$ cat src/sv/lwps_pkg.sv
// Shared types and constants for the window pixel write sequencer.
`timescale 1ns / 1ps
package lwps_pkg;

  // Input action codes
  localparam logic [1:0] ACT_OPEN  = 2'd0;
  localparam logic [1:0] ACT_PIXEL = 2'd1;
  localparam logic [1:0] ACT_FILL  = 2'd2;

  // Result status codes
  localparam logic [1:0] STATUS_OK     = 2'd0;
  localparam logic [1:0] STATUS_REJECT = 2'd1;
  localparam logic [1:0] STATUS_EMPTY  = 2'd2;

  // Configuration register indexes
  localparam logic [1:0] CFG_PANEL_WIDTH   = 2'd0;
  localparam logic [1:0] CFG_PANEL_HEIGHT  = 2'd1;
  localparam logic [1:0] CFG_COLUMN_OFFSET = 2'd2;
  localparam logic [1:0] CFG_ROW_OFFSET    = 2'd3;

  localparam logic [8:0]  PANEL_SIZE_RESET = 9'd240;
  localparam logic [16:0] LEFT_MAX         = 17'h1FFFF;
  localparam logic [7:0]  BYTE_MASK        = 8'hff;

  // Classified job handed from front to back
  typedef enum logic [1:0] {
    KIND_OPEN,
    KIND_PIXEL,
    KIND_REJECT,
    KIND_EMPTY
  } kind_t;

  typedef struct packed {
    kind_t       kind;
    logic [15:0] col_first;
    logic [15:0] col_last;
    logic [15:0] row_first;
    logic [15:0] row_last;
    logic [15:0] color;
    logic        done;
  } job_t;

endpackage

$ cat src/sv/lwps_front.sv
// Front end: config registers, region check, pixel bookkeeping, job build.
`timescale 1ns / 1ps
module lwps_front (
  input  logic              clk,
  input  logic              rst_n,
  input  logic              cfg_we,
  input  logic [1:0]        cfg_index,
  input  logic [8:0]        cfg_data,
  input  logic              accept,
  input  logic [1:0]        action,
  input  logic [15:0]       col_first,
  input  logic [15:0]       row_first,
  input  logic [15:0]       col_last,
  input  logic [15:0]       row_last,
  input  logic [15:0]       pixel_color,
  output logic              push,
  output lwps_pkg::job_t    job
);

  logic [8:0]  panel_width_r, panel_height_r;
  logic [7:0]  column_offset_r, row_offset_r;
  logic [16:0] pixels_left_r, pixels_left_nxt;
  logic [15:0] fill_color_r, fill_color_nxt;

  logic        reject;
  logic [8:0]  col_span, row_span;
  logic [17:0] area;
  logic [16:0] area_sat;

  always_ff @(posedge clk) begin
    if (!rst_n) begin
      panel_width_r   <= lwps_pkg::PANEL_SIZE_RESET;
      panel_height_r  <= lwps_pkg::PANEL_SIZE_RESET;
      column_offset_r <= '0;
      row_offset_r    <= '0;
    end else if (cfg_we) begin
      unique case (cfg_index)
        lwps_pkg::CFG_PANEL_WIDTH:   panel_width_r   <= cfg_data;
        lwps_pkg::CFG_PANEL_HEIGHT:  panel_height_r  <= cfg_data;
        lwps_pkg::CFG_COLUMN_OFFSET: column_offset_r <= cfg_data[7:0];
        lwps_pkg::CFG_ROW_OFFSET:    row_offset_r    <= cfg_data[7:0];
        default: ;
      endcase
    end
  end

  // A valid region has last below panel size, so spans fit in 9 bits
  assign reject = (col_last < col_first) || (row_last < row_first) ||
                  (col_last >= {7'd0, panel_width_r}) ||
                  (row_last >= {7'd0, panel_height_r});
  assign col_span = col_last[8:0] - col_first[8:0] + 9'd1;
  assign row_span = row_last[8:0] - row_first[8:0] + 9'd1;
  assign area     = {9'd0, col_span} * {9'd0, row_span};
  assign area_sat = area[17] ? lwps_pkg::LEFT_MAX : area[16:0];

  always_comb begin
    pixels_left_nxt = pixels_left_r;
    fill_color_nxt  = fill_color_r;
    push            = 1'b0;
    job.kind        = lwps_pkg::KIND_REJECT;
    job.col_first   = {8'd0, column_offset_r} + col_first;
    job.col_last    = {8'd0, column_offset_r} + col_last;
    job.row_first   = {8'd0, row_offset_r} + row_first;
    job.row_last    = {8'd0, row_offset_r} + row_last;
    job.color       = (action == lwps_pkg::ACT_PIXEL) ? pixel_color : fill_color_r;
    job.done        = (pixels_left_r == 17'd1);
    if (accept) begin
      unique case (action)
        lwps_pkg::ACT_OPEN: begin
          push = 1'b1;
          if (!reject) begin
            job.kind        = lwps_pkg::KIND_OPEN;
            pixels_left_nxt = area_sat;
            fill_color_nxt  = pixel_color;
          end
        end
        lwps_pkg::ACT_PIXEL, lwps_pkg::ACT_FILL: begin
          push = 1'b1;
          if (pixels_left_r == '0) begin
            job.kind = lwps_pkg::KIND_EMPTY;
          end else begin
            job.kind        = lwps_pkg::KIND_PIXEL;
            pixels_left_nxt = pixels_left_r - 17'd1;
          end
        end
        default: ;  // unused action: dropped
      endcase
    end
  end

  always_ff @(posedge clk) begin
    if (!rst_n) begin
      pixels_left_r <= '0;
      fill_color_r  <= '0;
    end else begin
      pixels_left_r <= pixels_left_nxt;
      fill_color_r  <= fill_color_nxt;
    end
  end

endmodule

$ cat src/sv/lwps_queue.sv
// Two-entry job queue between front and back.
`timescale 1ns / 1ps
module lwps_queue (
  input  logic           clk,
  input  logic           rst_n,
  input  logic           push,
  input  lwps_pkg::job_t push_job,
  input  logic           pop,
  output logic           full,
  output logic           not_empty,
  output lwps_pkg::job_t head
);

  lwps_pkg::job_t entry_r [2];
  logic       wr_ptr_r, rd_ptr_r;
  logic [1:0] count_r;

  assign full      = (count_r == 2'd2);
  assign not_empty = (count_r != 2'd0);
  assign head      = entry_r[rd_ptr_r];

  always_ff @(posedge clk) begin
    if (push) begin
      entry_r[wr_ptr_r] <= push_job;
    end
  end

  always_ff @(posedge clk) begin
    if (!rst_n) begin
      wr_ptr_r <= 1'b0;
      rd_ptr_r <= 1'b0;
      count_r  <= '0;
    end else begin
      if (push) wr_ptr_r <= ~wr_ptr_r;
      if (pop)  rd_ptr_r <= ~rd_ptr_r;
      count_r <= count_r + {1'b0, push} - {1'b0, pop};
    end
  end

endmodule

$ cat src/sv/lwps_back.sv
// Back end: expands queued jobs into display words, one per cycle unless out_ready stalls the output.
`timescale 1ns / 1ps
module lwps_back #(
  parameter logic [7:0] COLUMN_SET_CODE   = 8'd42,
  parameter logic [7:0] ROW_SET_CODE      = 8'd43,
  parameter logic [7:0] MEMORY_WRITE_CODE = 8'd44
) (
  input  logic           clk,
  input  logic           rst_n,
  input  logic           job_valid,
  input  lwps_pkg::job_t job,
  output logic           pop,
  output logic           out_valid,
  input  logic           out_ready,
  output logic [7:0]     out_byte,
  output logic           out_is_command,
  output logic           out_run_end,
  output logic           out_window_done,
  output logic [1:0]     out_status
);

  // Word slots of the open-window sequence
  localparam logic [3:0] SLOT_COL_CMD = 4'd0;
  localparam logic [3:0] SLOT_C0_HI   = 4'd1;
  localparam logic [3:0] SLOT_C0_LO   = 4'd2;
  localparam logic [3:0] SLOT_C1_HI   = 4'd3;
  localparam logic [3:0] SLOT_C1_LO   = 4'd4;
  localparam logic [3:0] SLOT_ROW_CMD = 4'd5;
  localparam logic [3:0] SLOT_R0_HI   = 4'd6;
  localparam logic [3:0] SLOT_R0_LO   = 4'd7;
  localparam logic [3:0] SLOT_R1_HI   = 4'd8;
  localparam logic [3:0] SLOT_R1_LO   = 4'd9;
  localparam logic [3:0] SLOT_MEM_CMD = 4'd10;

  logic [3:0] step_r, step_nxt;
  logic       valid_r, valid_nxt;
  logic [7:0] byte_r, byte_nxt;
  logic       cmd_r, cmd_nxt, last_r, last_nxt, done_r, done_nxt;
  logic [1:0] status_r, status_nxt;
  logic       emit;

  assign emit = job_valid && (!valid_r || out_ready);

  always_comb begin
    byte_nxt   = '0;
    cmd_nxt    = 1'b0;
    last_nxt   = 1'b1;
    done_nxt   = 1'b0;
    status_nxt = lwps_pkg::STATUS_OK;
    unique case (job.kind)
      lwps_pkg::KIND_OPEN: begin
        last_nxt = (step_r == SLOT_MEM_CMD);
        unique case (step_r)
          SLOT_COL_CMD: begin byte_nxt = COLUMN_SET_CODE;   cmd_nxt = 1'b1; end
          SLOT_C0_HI:   byte_nxt = job.col_first[15:8];
          SLOT_C0_LO:   byte_nxt = job.col_first[7:0] & lwps_pkg::BYTE_MASK;
          SLOT_C1_HI:   byte_nxt = job.col_last[15:8];
          SLOT_C1_LO:   byte_nxt = job.col_last[7:0];
          SLOT_ROW_CMD: begin byte_nxt = ROW_SET_CODE;      cmd_nxt = 1'b1; end
          SLOT_R0_HI:   byte_nxt = job.row_first[15:8];
          SLOT_R0_LO:   byte_nxt = job.row_first[7:0];
          SLOT_R1_HI:   byte_nxt = job.row_last[15:8];
          SLOT_R1_LO:   byte_nxt = job.row_last[7:0];
          SLOT_MEM_CMD: begin byte_nxt = MEMORY_WRITE_CODE; cmd_nxt = 1'b1; end
          default: ;
        endcase
      end
      lwps_pkg::KIND_PIXEL: begin
        byte_nxt = (step_r == SLOT_COL_CMD) ? job.color[15:8] : job.color[7:0];
        last_nxt = (step_r != SLOT_COL_CMD);
        done_nxt = job.done;
      end
      lwps_pkg::KIND_REJECT: status_nxt = lwps_pkg::STATUS_REJECT;
      lwps_pkg::KIND_EMPTY:  status_nxt = lwps_pkg::STATUS_EMPTY;
      default: ;
    endcase
  end

  assign pop      = emit && last_nxt;
  assign step_nxt = pop ? SLOT_COL_CMD : step_r + 4'd1;

  always_comb begin
    if (emit)           valid_nxt = 1'b1;
    else if (out_ready) valid_nxt = 1'b0;
    else                valid_nxt = valid_r;
  end

  always_ff @(posedge clk) begin
    if (!rst_n) begin
      valid_r <= 1'b0;
      step_r  <= SLOT_COL_CMD;
    end else begin
      valid_r <= valid_nxt;
      if (emit) step_r <= step_nxt;
    end
  end

  always_ff @(posedge clk) begin
    if (emit) begin
      byte_r   <= byte_nxt;
      cmd_r    <= cmd_nxt;
      last_r   <= last_nxt;
      done_r   <= done_nxt;
      status_r <= status_nxt;
    end
  end

  assign out_valid       = valid_r;
  assign out_byte        = byte_r;
  assign out_is_command  = cmd_r;
  assign out_run_end     = last_r;
  assign out_window_done = done_r;
  assign out_status      = status_r;

endmodule

$ cat src/sv/lcd_window_pixel_write_sequencer.sv
// Top level of the window pixel write sequencer.
`timescale 1ns / 1ps
// The first word of an item reaches out_* through the queue entry, then the output register.
// Throughput: back end, one word per cycle unless out_ready stalls; pixel 2 words, open window 11,
// rejected region or empty pixel 1; front accepts every cycle while the 2-deep queue has room.
// Reset (rst_n low, synchronous): panel 240x240, offsets 0, pixels left 0, fill color 0,
// queue emptied, no word pending on the output.
module lcd_window_pixel_write_sequencer #(
  parameter logic [7:0] COLUMN_SET_CODE   = 8'd42,
  parameter logic [7:0] ROW_SET_CODE      = 8'd43,
  parameter logic [7:0] MEMORY_WRITE_CODE = 8'd44
) (
  input  logic        clk,
  input  logic        rst_n,
  // configuration write port
  input  logic        cfg_we,
  input  logic [1:0]  cfg_index,
  input  logic [8:0]  cfg_data,
  // request channel
  input  logic        in_valid,
  output logic        in_ready,
  input  logic [1:0]  in_action,
  input  logic [15:0] in_col_first,
  input  logic [15:0] in_row_first,
  input  logic [15:0] in_col_last,
  input  logic [15:0] in_row_last,
  input  logic [15:0] in_pixel_color,
  // word channel toward the display link
  output logic        out_valid,
  input  logic        out_ready,
  output logic [7:0]  out_byte,
  output logic        out_is_command,
  output logic        out_run_end,
  output logic        out_window_done,
  output logic [1:0]  out_status
);

  logic           accept;
  logic           push, pop, full, not_empty;
  lwps_pkg::job_t push_job, head_job;

  // Front owns pixels_left, so each job leaves it fully resolved; the
  // back only sequences bytes and never looks back at the front.
  assign in_ready = !full;
  assign accept   = in_valid && in_ready;

  lwps_front u_front (
    .clk         (clk),
    .rst_n       (rst_n),
    .cfg_we      (cfg_we),
    .cfg_index   (cfg_index),
    .cfg_data    (cfg_data),
    .accept      (accept),
    .action      (in_action),
    .col_first   (in_col_first),
    .row_first   (in_row_first),
    .col_last    (in_col_last),
    .row_last    (in_row_last),
    .pixel_color (in_pixel_color),
    .push        (push),
    .job         (push_job)
  );

  lwps_queue u_queue (
    .clk       (clk),
    .rst_n     (rst_n),
    .push      (push),
    .push_job  (push_job),
    .pop       (pop),
    .full      (full),
    .not_empty (not_empty),
    .head      (head_job)
  );

  // Back pops the head job on its final word; output register parts the
  // display side from the queue.
  lwps_back #(
    .COLUMN_SET_CODE   (COLUMN_SET_CODE),
    .ROW_SET_CODE      (ROW_SET_CODE),
    .MEMORY_WRITE_CODE (MEMORY_WRITE_CODE)
  ) u_back (
    .clk             (clk),
    .rst_n           (rst_n),
    .job_valid       (not_empty),
    .job             (head_job),
    .pop             (pop),
    .out_valid       (out_valid),
    .out_ready       (out_ready),
    .out_byte        (out_byte),
    .out_is_command  (out_is_command),
    .out_run_end     (out_run_end),
    .out_window_done (out_window_done),
    .out_status      (out_status)
  );

endmodule
$ cat config.mk
export PLATFORM = sky130hd
export DESIGN_NAME = lcd_window_pixel_write_sequencer
export DESIGN_NICKNAME = d
export VERILOG_FILES = /design/src/sv/lwps_pkg.sv /design/src/sv/lwps_front.sv /design/src/sv/lwps_queue.sv /design/src/sv/lwps_back.sv /design/src/sv/lcd_window_pixel_write_sequencer.sv
export SDC_FILE = /design/constraint.sdc
export NUM_CORES = 1
export LEC_CHECK = 0
export BUFFER_PORTS_ARGS = -buffer_cell sky130_fd_sc_hd__buf_2
export CELL_PAD_IN_SITES_DETAIL_PLACEMENT = 1
export CELL_PAD_IN_SITES_GLOBAL_PLACEMENT = 1
export CORE_ASPECT_RATIO = 1.2
export CORE_UTILIZATION = 54
export DETAILED_ROUTE_END_ITERATION = 10
export PLACE_DENSITY_LB_ADDON = 0.1
export SLEW_MARGIN = 15
export SYNTH_ARGS = -nofsm -noshare
export SYNTH_HDL_FRONTEND = slang
export SYNTH_HIERARCHICAL = 1
export SYNTH_SLANG_ARGS = --single-unit
$ cat constraint.sdc
create_clock -name clk -period 11.8 [get_ports clk]
set_input_delay 2.36 -clock clk [delete_from_list [all_inputs] [get_ports clk]]
set_output_delay 2.36 -clock clk [all_outputs]
set_load 0.005 [all_outputs]
After elaboration in Yosys (flattened, before gate mapping)
Memory sizes are Yosys's and may differ from the RTL's. A register that Yosys moved wholly into a read port is not among the register bits.
Cells that the tools add are included.
{ "totals": {"ff_bits": 89, "inputBits": 98, "n_memories": 1, "mem_bits_rw": 166, "output_inout_bits": 15} }
{ "op_classes": {"reduce_logical": 27, "n_mux": 24, "n_addsub": 12, "bitwise": 3, "n_mul": 1, "eq_ne": 22, "magnitude_cmp": 4} }
{ "mem_list": {"columns": ["name", "words", "width", "rd", "rd_ports_with_merged_regs", "wr", "line", "rtl"], "rows": [
  ["u_queue.entry_r", 2, 83, 1, 1, 1, "lwps_queue.sv:14", "lwps_pkg::job_t entry_r [2];"]
]} }
{ "ops": {"columns": ["cell", "n"], "rows": [
  ["$pmux W8 S11", 1],
  ["$add A8 B16 Y16", 4],
  ["$mux W17", 3],
  ["$pmux W17 S2", 1],
  ["$ge A16 B9 Y1", 2],
  ["$lt A16 B16 Y1", 2],
  ["$add A9 B1 Y9 const B", 2],
  ["$mul A9 B9 Y18", 1],
  ["$sub A9 B9 Y9", 2],
  ["$eq A17 B1 Y1 const B", 1],
  ["$logic_not A17 Y1", 1],
  ["$sub A17 B1 Y17 const B", 1],
  ["$eq A4 B3 Y1 const B", 4],
  ["$mux W16", 1],
  ["$pmux W8 S2", 1],
  ["$eq A2 B2 Y1 const B", 6],
  ["$eq A4 B4 Y1 const B", 3],
  ["$mux W1", 9],
  ["$eq A4 B2 Y1 const B", 2],
  ["$mux W8", 1],
  ["$pmux W2 S2", 2],
  ["$reduce_and A2 Y1", 4],
  ["$eq A2 B1 Y1 const B", 3],
  ["$logic_not A2 Y1", 3],
  ["other kinds (19)", 33]
]} }

Longest topological paths before layout
{ "depth": {"ltp_word": 7, "depth_mapped": 32, "depth_no_buf": 30} }

Hierarchy
Netlist, hierarchy kept.
{ "modules_own_cells": {"columns": ["module", "seq_area_each_um2", "n_inst", "cells_each", "area_per_inst_um2"], "rows": [
  ["lwps_front", 1341.3, 1, 1161, 9447.8],
  ["lwps_queue", 5084.9, 1, 279, 6566.3],
  ["lwps_back", 490.5, 1, 163, 1545.2],
  ["lcd_window_pixel_write_sequencer", 0.0, 1, 2, 10.0]
]} }

Worst setup path before layout
OpenSTA, ideal clock, no wires.
{ "synth_timing": {"kind": "in2reg", "start": "input port in_row_first[1]", "end": "register u_front.pixels_left_r[4]", "path_slack_ns": 3.139, "t_required_ns": 11.681, "path_buffers": 2, "arrival_ns": 8.543, "setup_ns": 0.119, "path_stages": 28, "path_cell_list": "inv_1 ha_1 inv_1 ha_1 fa_1 nor2b_1 o21ai_0 nand2b_1 nor2b_1 o21ai_0 nand2b_1 xnor2_1 nor2_1 fa_1 fa_1 fa_1 inv_1 fa_1 inv_1 ha_1 clkbuf_1 and4_1 a31oi_1 a31oi_1 mux2i_1 nand4_1 buf_2 o221a_2"} }
{ "synth_via": {"elab_chain_cells": 6} }
{ "synth_rtl": {"columns": ["item", "line", "rtl"], "rows": [
  ["from (decl)", "lcd_window_pixel_write_sequencer.sv:24", "input logic [15:0] in_row_first,"],
  ["$sub A9 B9 Y9 or $lt A16 B16 Y1 (tied branches)", "lwps_front.sv:52, lwps_front.sv:48", null],
  ["$add A9 B1 Y9 or $logic_or A1 B1 Y1 (tied branches)", "lwps_front.sv:52, lwps_front.sv:48", null],
  ["$mul A9 B9 Y18 or $logic_or A1 B1 Y1 (tied branches)", "lwps_front.sv:53, lwps_front.sv:48", null],
  ["$mux W17 or $logic_or A1 B1 Y1 (tied branches)", "lwps_front.sv:54, lwps_front.sv:49", null],
  ["$mux W17 or $ne A2 B2 Y1 (tied branches)", null, null],
  ["$pmux W17 S2 or $reduce_and A4 Y1 (tied branches)", null, null],
  ["to (signal assigned)", "lwps_front.sv:96", "pixels_left_r <= pixels_left_nxt;"],
  ["to (decl)", "lwps_front.sv:22", "logic [16:0] pixels_left_r, pixels_left_nxt;"]
]} }
Parallel ways exist; a longest one is shown, timed or not. The select of a mux whose other input is x is not followed.
A chain may end at the register's enable or synchronous reset.

Worst setup path in the final report
Same ends and word-level chain as after synthesis.

==> key figures <==
Logic synthesis
  • Mapped Cells: 1605
  • Synthesis warning total: 6
  • Register area share after synthesis: 39.37%
  • Syn Area/Cell: 10.95 um2
  • Compound-gate portion of the synthesized area: 10.05%
  • Post-synth top cells: inv_1, edfxtp_1, ha_1
  • Number of flops mapped to enable cells by yosys: 179
  • Xor/xnor cell area share of the yosys netlist: 4.565%
  • Cells taking the most area after synthesis: edfxtp_1, ha_1, dfxtp_1
  • Yosys reg bits: 256
  • Asr flop ratio synth: 0%
  • Largest family of logic cells by synthesized area: adder cells
  • Cell area after synthesis: 17570 um2
  • Synth area leader: edfxtp_1
  • Synth Area in Simple Gates: 11.58%
  • Syn Nets: 1914
  • Area share of the leading cell type in the synthesized netlist: 30.59%
  • Mux cell area share after synthesis: 10.43%
  • Netlist cell types: 83
  • Most used flip-flop cell after synthesis: edfxtp_1
  • Adder-Cell Fraction of Synth Area: 17.68%
  • Most common cell in the netlist: inv_1

Die
  • Die H: 199.6 um
  • Die width: 166.7 um
  • Rows: 72
  • Starting Density: 54.63%
  • DIE AREA: 33260 um2
  • Core area: 32160 um2
  • I/O pin cnt: 113

Worst setup path
  • CP endpoint kind: flip-flop
  • Class of the most critical setup path: input pin to flip-flop
  • Worst path arrival time: 9.78 ns
  • Most frequent CP cell: fa_1
  • CP max stage cell: nand4_1
  • Delay-heaviest family, CP: adder cells
  • R2R depth: 10
  • CP peak stage delay: 0.55 ns
  • Worst-path fanout max: 12
  • Startpoint class of the critical path: input pin
  • Crit path depth: 28
  • Worst Path Buf+Inv: 5
  • Worst path required time: 12.24 ns

Finish
  • Post-layout net count: 2015
  • Register area: 6920 um2
  • Fill cells: 3450
  • Area delta synth->final: 9.515%
  • Share of cells above drive strength 1: 17.31%
  • Multi-input logic area: 9550 um2

Drt
  • Post-Route WL: 47.50 mm
  • DR iter-0 viols: 740
  • DR vias/cell: 5.802
  • Drt pass-1 iters: 7
  • Via count: 12390
  • WL per Instance: 22.25 um
  • DRC viols: 0
  • ANT nets after route: 0

GRT
  • GRT Overall Usage: 28.57%
  • Largest net degree at the start of global routing: 69
  • Overflow after GRT: 0
  • Initial antenna violation count: 4
  • Global-route wire length before repair: 72.35 mm
  • Vias in the first global route: 13100

Clocking
  • CTS clock-pin slew for the worst setup and hold paths: 0.06 ns
  • Root Driver: clkbuf_16
  • CTS Buf Count: 27
  • PostCTS Resize Cnt: 0
  • Clock Tree Buf Depth: 3
  • TritonCTS clock tree: built
  • Setup bufs post-CTS: 0
  • Cts hold-fix bufs: 0
  • H-tree depth: 1
  • Clock sink total: 256
  • Clock Latency Late Sink: 0.56 ns

Power and ir drop
  • Maximum vdd ir drop: 395.8 uV
  • Final Power: 5081 uW
  • Power per standard cell area: 264.1 nW/um2
  • Lkg Pwr: 0.008492 uW

Timing
  • Final setup fails: 0
  • Clk_skew: 0.02402 ns
  • RSZ-0062 raised after global routing: no
  • Slew margin rel.: 23.65%
  • TNS Setup: 0 ns
  • Final worst path period need: 9.339 ns
  • Final slew viol count: 0
  • Final worst-path cycle share: 79.15%
  • Worst-Margin Slew: 1.142 ns
  • Fmax achieved: 107.1 MHz
  • Final Hold Fails: 0

Placement
  • Placer Congestion: 0.9000
  • DP Wirelength: 36.74 mm
  • I/O Buffers: 112

Status
  • Status: completed

Job
  • Max-Cap Viols: 0

Min path
  • Hold depth: 2
  • Hold Crit Class: flip-flop to flip-flop
worst reg2reg max path, cell delays in order, from the launching register on:
cell and delay [ns]:
dfxtp_1 0.33, inv_1 0.05, ha_1 0.28, a211o_1 0.29, a31oi_1 0.24, o32a_1 0.30, nand3_1 0.10, nor4_1 0.78
nand3_1 1.03, mux2i_1 0.50, nor2_1 0.08
stage by stage:
| stage | hold slack [ns] | util, % | std cells | area [um2] | setup slack [ns] |
|---|---|---|---|---|---|
| after global placement | 0.4441 | 56.90 | 2084 | 18300 | 2.241 |
| after CTS | 0.4611 | 59.82 | 2134 | 19240 | 2.441 |
| after detailed placement | 0.4530 | 56.90 | 2084 | 18300 | 1.961 |
| after floorplan | 0.4363 | - | 1605 | 17570 | 3.139 |
| after global routing | 0.4787 | 59.83 | 2135 | 19240 | 1.918 |
| final | 0.4645 | 59.83 | 2135 | 19240 | 2.461 |
power by group:
| group | internal [uW] | leakage [uW] | switching (uW) |
|---|---|---|---|
| clock | 538 | 0.000449 | 367 |
| sequential | 1110 | 0.00230 | 94.4 |
| combinational | 1260 | 0.00575 | 1710 |
| total | 2910 | 0.00849 | 2170 |
state kept, by name, summed over array words and instances, names as in the netlist, 4 cells and up, named ones only:
register / cells
u_back/out_byte: 8
u_back/step_r: 4
u_front/column_offset_r: 8
u_front/fill_color_r: 16
u_front/panel_height_r: 9
u_front/panel_width_r: 9
u_front/pixels_left_r: 17
u_front/row_offset_r: 8
u_queue/entry_r: 166
cells by family after synthesis:
group                      count (synthesis)
AOI/OAI and AO/OA                        255
xor gates and xnor gates                  90
adders and majority gates                211
buffers and inverters                    235
DFF                                      256
muxes                                    144
and+or+nand+nor                          414
final cells by class:
class	count	area share (%)
Antenna cell	1	0.01301
Clock inverter	19	1.242
Clock buffer	31	3.642
Sequential cell	256	35.97
Timing Repair Buffer	119	3.186
Tap cell	407	2.647
Multi-Input combinational cell	1114	49.64
Inverter	188	3.668
worst paths after layout:
check,start,endpoint,slack (ns)
worst max register to register,u_front/panel_width_r[2],u_front/fill_color_r[0],7.69
worst max-delay path,in_row_first[1],u_front/pixels_left_r[4],2.46
worst min-delay path,u_front/panel_width_r[8],u_front/panel_width_r[8],0.46
worst min register to register,u_front/panel_width_r[8],u_front/panel_width_r[8],0.46
metal layers:
metal,global-route usage [%],wire [um]
met5,0,0
met4,11.18,1660
met3,2.911,1932
met2,52.83,24590
met1,34.15,19320
layout by cell type, fill, tap and decap left out, types with 29 or more instances in the layout:
master / instances
a21oi_1: 64
buf_2: 112
dfxtp_1: 76
edfxtp_1: 179
fa_1: 62
ha_1: 149
inv_1: 184
mux2_2: 29
mux2_4: 71
mux2i_1: 44
nand2_1: 116
nor2_1: 130
o21ai_0: 34
xnor2_1: 63
(Power assumes the default switching activity.)
